**src/sv/qa_pkg.sv**
```systemverilog
// qa_pkg: shared types, constants and codes for the quaternion ALU.
// Used by qa_front, qa_back, quaternion_alu and the bench; depends on nothing.
package qa_pkg;

	localparam int FRAC_BITS = 16;
	localparam int DATA_W    = 32;
	localparam int PROD_W    = 2 * DATA_W;
	// four products summed with sign: two guard bits keep the sum exact
	localparam int SUM_W     = PROD_W + 2;
	localparam int VAL_W     = SUM_W + 1;
	localparam int NCOMP     = 4;
	localparam int NLANE     = 4;
	localparam int QDEPTH    = 4;
	localparam int QAW       = $clog2(QDEPTH);
	localparam int QCW       = $clog2(QDEPTH + 1);

	localparam logic [VAL_W-1:0]  ONE_VAL = VAL_W'(1) << FRAC_BITS;
	localparam logic [DATA_W-1:0] ONE_FX  = DATA_W'(1) << FRAC_BITS;
	localparam logic [DATA_W-1:0] INT_ONE = DATA_W'(1);

	typedef logic signed [DATA_W-1:0] fx_t;

	typedef enum logic [1:0] {
		OP_MUL  = 2'd0,
		OP_ADD  = 2'd1,
		OP_CONJ = 2'd2,
		OP_MAT  = 2'd3
	} op_t;

	typedef enum logic [1:0] {
		SH_FRAC    = 2'd0,
		SH_FRAC_M1 = 2'd1,
		SH_NONE    = 2'd2
	} shift_t;

	typedef struct packed {
		op_t  op;
		logic multi;
		fx_t  aw;
		fx_t  ax;
		fx_t  ay;
		fx_t  az;
		fx_t  bw;
		fx_t  bx;
		fx_t  by;
		fx_t  bz;
	} item_t;

	// head of the queue as seen by the back end
	typedef struct packed {
		logic  valid;
		item_t item;
	} q_head_t;

	typedef struct packed {
		fx_t  x;
		fx_t  y;
		logic neg;
	} lane_t;

	typedef struct packed {
		lane_t [NLANE-1:0] lanes;
		shift_t            sh;
		logic              one_minus;
	} comp_t;

endpackage

```
**src/sv/qa_front.sv**
```systemverilog
// qa_front: accepts input words, tags them and holds them in a small queue.
// Depends on qa_pkg.
module qa_front (
	input  logic            clk,
	input  logic            arst_n,
	input  logic            op_valid,
	output logic            op_stall,
	input  logic [1:0]      opcode,
	input  qa_pkg::fx_t     a_w,
	input  qa_pkg::fx_t     a_x,
	input  qa_pkg::fx_t     a_y,
	input  qa_pkg::fx_t     a_z,
	input  qa_pkg::fx_t     b_w,
	input  qa_pkg::fx_t     b_x,
	input  qa_pkg::fx_t     b_y,
	input  qa_pkg::fx_t     b_z,
	input  logic            pop,
	output qa_pkg::q_head_t head
);
	import qa_pkg::*;

	item_t          mem_q [QDEPTH];
	logic [QAW-1:0] wr_ptr_q;
	logic [QAW-1:0] rd_ptr_q;
	logic [QCW-1:0] cnt_q;
	item_t          new_item;
	logic           push;

	always_comb begin
		new_item.op    = op_t'(opcode);
		new_item.multi = (op_t'(opcode) == OP_MAT);
		new_item.aw    = a_w;
		new_item.ax    = a_x;
		new_item.ay    = a_y;
		new_item.az    = a_z;
		new_item.bw    = b_w;
		new_item.bx    = b_x;
		new_item.by    = b_y;
		new_item.bz    = b_z;
	end

	assign op_stall   = (cnt_q == QCW'(QDEPTH));
	assign push       = op_valid && !op_stall;
	assign head.valid = (cnt_q != '0);
	assign head.item  = mem_q[rd_ptr_q];

	always_ff @(posedge clk) begin
		if (push) begin
			mem_q[wr_ptr_q] <= new_item;
		end
	end

	always_ff @(posedge clk or negedge arst_n) begin
		if (!arst_n) begin
			wr_ptr_q <= '0;
			rd_ptr_q <= '0;
			cnt_q    <= '0;
		end else begin
			if (push) begin
				wr_ptr_q <= wr_ptr_q + QAW'(1);
			end
			if (pop) begin
				rd_ptr_q <= rd_ptr_q + QAW'(1);
			end
			case ({push, pop})
				2'b10:   cnt_q <= cnt_q + QCW'(1);
				2'b01:   cnt_q <= cnt_q - QCW'(1);
				default: cnt_q <= cnt_q;
			endcase
		end
	end

endmodule

```
**config.mk**
```make
export PLATFORM = sky130hd
export DESIGN_NAME = qa_front
export DESIGN_NICKNAME = d
export VERILOG_FILES = /design/src/sv/qa_pkg.sv /design/src/sv/qa_front.sv
export SDC_FILE = /design/constraint.sdc
export NUM_CORES = 1
export LEC_CHECK = 0
export CELL_PAD_IN_SITES_DETAIL_PLACEMENT = 2
export CELL_PAD_IN_SITES_GLOBAL_PLACEMENT = 2
export CORE_ASPECT_RATIO = 2
export CORE_MARGIN = 2
export CORE_UTILIZATION = 54
export DETAILED_ROUTE_END_ITERATION = 8
export DONT_BUFFER_PORTS = 1
export PLACE_DENSITY_LB_ADDON = 0.1
export SLEW_MARGIN = 15
export SYNTH_ARGS = -nofsm -noshare
export SYNTH_HDL_FRONTEND = slang
export SYNTH_SLANG_ARGS = --single-unit
```
**constraint.sdc**
```tcl
create_clock -name clk -period 13.7 [get_ports clk]
set_input_delay 0.685 -clock clk [delete_from_list [all_inputs] [get_ports clk]]
set_output_delay 0.685 -clock clk [all_outputs]
set_load 0.05 [all_outputs]
```
==> summary.md, run 1 <==
| Metric | Value |
|---|---|
| Initial core utilization | `54.4%` |
| Halt Stage | `3_5_place_dp` |
| HPWL after detailed placement | `67.0 mm` |
| Syn Nets | `1658` |
| Synthesized area | `37800 um^2` |
| Post-Synth Adder-Cell Area | `0.219%` |
| Syn Area/Cell | `27.2 um^2` |
| Simple-gate share of the synthesized area | `0.156%` |
| Synthesis Warnings | `0` |
| Row count | `137` |
| Syn Inst Count | `1390` |
| Status | `did not finish` |
| Largest family of logic cells by synthesized area | `multiplexers` |
| Synth cell types | `19` |
| Chip Height | `378 um` |
| Ys async rst share | `0.671%` |
| Register area share after synthesis | `82.8%` |
| # port buffers | `0` |
| Post-synthesis xor/xnor area fraction | `0.139%` |
| Error msg | `[ERROR DPL-0033] detailed placement checks failed during check placement.` |
| Top Ports | `523` |
| Die width | `191 um` |
| GPL Wtd Cong | `0.765` |
| Synth Register Bits | `1043` |
| Post-synthesis mux area share | `15.5%` |
| Number of synthesized flops with an enable pin | `1036` |
| Synth Area in Compound Gates | `0%` |
| Ys flop type | `edfxtp_1` |
[through the flow]
step | setup WS [ps] | area, um^2 | instances | hold WS (ps)
2_1_floorplan | 6060 | 37800 | 1390 | 389
3_3_place_gp | 9450 | 38700 | 2255 | 390
[kinds of logic after synthesis]
kind of cell	count (synthesis)
xor+xnor	6
mux	261
buf+inv	64
flops	1043
fa+ha+maj	6
simple gates	10
[synthesized netlist by cell type, types with 3 or more instances]
master,count,area share [%]
xnor2_1,3,0.070
and2_1,5,0.083
clkbuf_1,7,0.070
mux4_2,259,15
xor2_1,3,0.070
inv_1,6,0.060
buf_2,29,0.38
ha_1,5,0.17
edfxtp_1,1036,82
dfrtp_1,7,0.46
buf_6,22,0.66
==> run 2, diff against run 1 <==
==> config.mk (replaced) <==
export PLATFORM = sky130hd
export DESIGN_NAME = qa_front
export DESIGN_NICKNAME = d
export VERILOG_FILES = /design/src/sv/qa_pkg.sv /design/src/sv/qa_front.sv
export SDC_FILE = /design/constraint.sdc
export NUM_CORES = 1
export LEC_CHECK = 0
export CORE_MARGIN = 2
export CORE_UTILIZATION = 40
export DETAILED_ROUTE_END_ITERATION = 8
export DONT_BUFFER_PORTS = 1
export PLACE_DENSITY_LB_ADDON = 0.15
export SLEW_MARGIN = 15
export SYNTH_ARGS = -nofsm -noshare
export SYNTH_HDL_FRONTEND = slang
export SYNTH_SLANG_ARGS = --single-unit
==> run 2 against run 1 <==
Against the previous run:
- the run now ends clean
- synthesized cell count did not move
- area after synthesis did not move
==> summary.md, run 2 <==
| Metric | Value |
|---|---|
| Largest stage delay, worst path | `970 ps` |
| Yosys top cell by area | `edfxtp_1` |
| Chip Height | `311 um (-18%)` |
| Syn Nets | `1658 (unchanged)` |
| Detail Route Antenna Nets | `0` |
| Most frequent cell after synthesis | `edfxtp_1` |
| Largest reg by FF count | `mem_q` |
| Worst-Margin Slew | `1170 ps` |
| Register area share after synthesis | `82.8% (unchanged)` |
| Most frequent cells in the layout | `1036 x edfxtp_1, 259 x mux4_2, 109 x clkbuf_16, 34 x clkbuf_1, 29 x clkinv_1` |
| Cell Chain, Critical Path | `buf_4, buf_4, buf_4, mux4_2` |
| Post-route cell area | `42500 um^2` |
| Vias in the first global route | `15.6k` |
| Worst-case reg-to-reg path depth | `5` |
| Synth Register Bits | `1043 (unchanged)` |
| CTS tree | `yes` |
| Num CTS Buffers | `108` |
| Vias per cell | `5.22` |
| Clk pin slew, worst setup/hold paths | `60 ps` |
| Die width | `311 um (+63%)` |
| Synthesis-to-finish area growth | `12.5%` |
| Post-DR wirelength/cell | `27.1 um` |
| Most common cell after layout, fill and taps aside | `edfxtp_1` |
| Period utilization | `40.5%` |
| Hold depth | `0` |
| Crit Path Max Fanout | `47` |
| Slew Limit Headroom | `21.9%` |
| Status | `finished clean` |
| Ys flop type | `edfxtp_1` |
| HPWL after detailed placement | `46.0 mm (-31%)` |
| WS Path Type | `flop to output pin` |
| Max-slew violations | `0` |
| CP endpoint kind | `output pin` |
| Total Die Area | `96900 um^2` |
| Synthesized area | `37800 um^2 (unchanged)` |
| Syn Area/Cell | `27.2 um^2 (unchanged)` |
| Initial core utilization | `40.4% (-14 points)` |
| N_diodes | `0` |
| Setup crit start kind | `flop` |
| Post-CTS setup buffers | `0` |
| Ys async rst share | `0.671% (unchanged)` |
| Drt drc | `0` |
| Clk root buf | `clkbuf_16` |
| Worst EP required | `13020 ps` |
| Final Setup Violations | `0` |
| # port buffers | `0 (unchanged)` |
| RSZ-0062 raised after global routing | `no` |
| Clk_lat worst skew | `690 ps` |
| GPL Wtd Cong | `0.727 (-5.0%)` |
| Initial antenna violation count | `0` |
| Syn Inst Count | `1390 (unchanged)` |
| Fin crit period | `5550 ps` |
| Layout cells sized above 1 | `27.4%` |
| CTS Sinks | `1043` |
| Final setup TNS | `0 ps` |
| DR iter-0 viols | `1224` |
| Top flop regs | `mem_q: 1036 flops, cnt_q: 3 flops` |
| Drt pass-1 iters | `6` |
| Routed wire length | `76.1 mm` |
| Class of the worst hold path | `input pin to flop` |
| First-pass GRT wire length | `111 mm` |
| Row count | `112 (-18%)` |
| Synth cell types | `19 (unchanged)` |
| Area contributors post-synth | `edfxtp_1 82%, mux4_2 15%, buf_6 0.66%` |
| Global router's overall resource usage | `15.6%` |
| Fin util | `45.5%` |
| Area after DPL | `39100 um^2` |
| Critical path arrival | `4860 ps` |
| Pin count of the biggest net entering global routing | `135` |
| Number of synthesized flops with an enable pin | `1036 (unchanged)` |
| Layout Nets | `1731` |
| Via count | `14.7k` |
| Clk buf depth | `3` |
| Peak Freq | `180 MHz` |
| Number of flip-flops in the largest register | `1036` |
| H-Tree Depth | `3` |
| Most frequent CP cell | `buf_4` |
| Final hold violation count | `0` |
| Top Ports | `523 (unchanged)` |
| Slowest library cell on the worst path | `dfrtp_4` |
| Core Region | `93500 um^2` |
| Synth cell count leaders | `1036 x edfxtp_1, 259 x mux4_2, 29 x buf_2, 22 x buf_6` |
| Total grt overflow | `0` |
| Top-area cell type share of the netlist area | `82.4% (unchanged)` |
| Number of max-cap violations | `0` |
| Synthesis Warnings | `0 (unchanged)` |
| Setup skew after layout | `15.9 ps` |
run 2: cell counts after synthesis:
No cell type changed its count.
run 2: area by class of cell:
cell class                 count  area (um^2)
inverter                       6         22.5
multi-input combinational    283         6060
timing repair buffer          21          210
fill                        7718        51000
clock buffer                 143         2860
sequential                  1043        31300
tap                         1254         1570
clock inverter                59          474
run 2: kinds of logic (layout without fill, tap and decap cells):
family | Yosys count | count (layout) | synth area share [%]
flip-flops | 1043 | 1043 | 82.8
multiplexers | 261 | 261 | 15.5
buffers and inverters | 64 | 229 | 1.17
AND/OR/NAND/NOR | 10 | 10 | 0.156
adder cells (fa/ha/maj) | 6 | 6 | 0.219
XOR/XNOR | 6 | 6 | 0.139
run 2: path summary, 6_finish.rpt:
kind	start	end	slack (ps)
worst max-delay path	rd_ptr_q[0]$_DFFE_PN0P_	head[131]	8150
worst min-delay path	b_w[20]	mem_q[2][116]$_DFFE_PP_	90
worst max register to register	cnt_q[2]$_DFFE_PN0P_	mem_q[0][148]$_DFFE_PP_	9370
worst min register to register	cnt_q[2]$_DFFE_PN0P_	cnt_q[2]$_DFFE_PN0P_	510
max in group asynchronous	arst_n	rd_ptr_q[0]$_DFFE_PN0P_	13050
min in group asynchronous	arst_n	wr_ptr_q[1]$_DFFE_PN0P_	360
run 2: routing by layer:
metal / vias up / share of wire, % / GRT usage, %
li1: 6214 / - / -
met1: 7891 / 36 / 17.8
met2: 449 / 50 / 25.8
met3: 110 / 11 / 8.05
met4: 0 / 2.4 / 4.50
met5: - / 0 / 0
run 2: worst max-delay path, delay by kind of cell (launching register included):
kind                   cells  cell delay (ps)
flip-flops                 1              970
multiplexers               1              780
buffers and inverters      3             2290
run 2: per-stage QoR:
stage / std cells / setup WS, ps / hold WS [ps]
floorplan: 1390 / 6060 / 389
global placement: 2606 / 8620 / 390
global route: 2809 / 7570 / 27.5
CTS: 2809 / 7840 / 21.7
finish: 2809 / 8150 / 87.6
detailed placement: 2606 / 8610 / 390
run 2: repair_timing:
item                      CTS  global route
hold endpoints to repair    7             0
hold buffers                1             0
resized for setup           0             0
Power of run 2 is not shown: default switching activity piles up to over one toggle a cycle in this logic, so the estimate is an artifact.
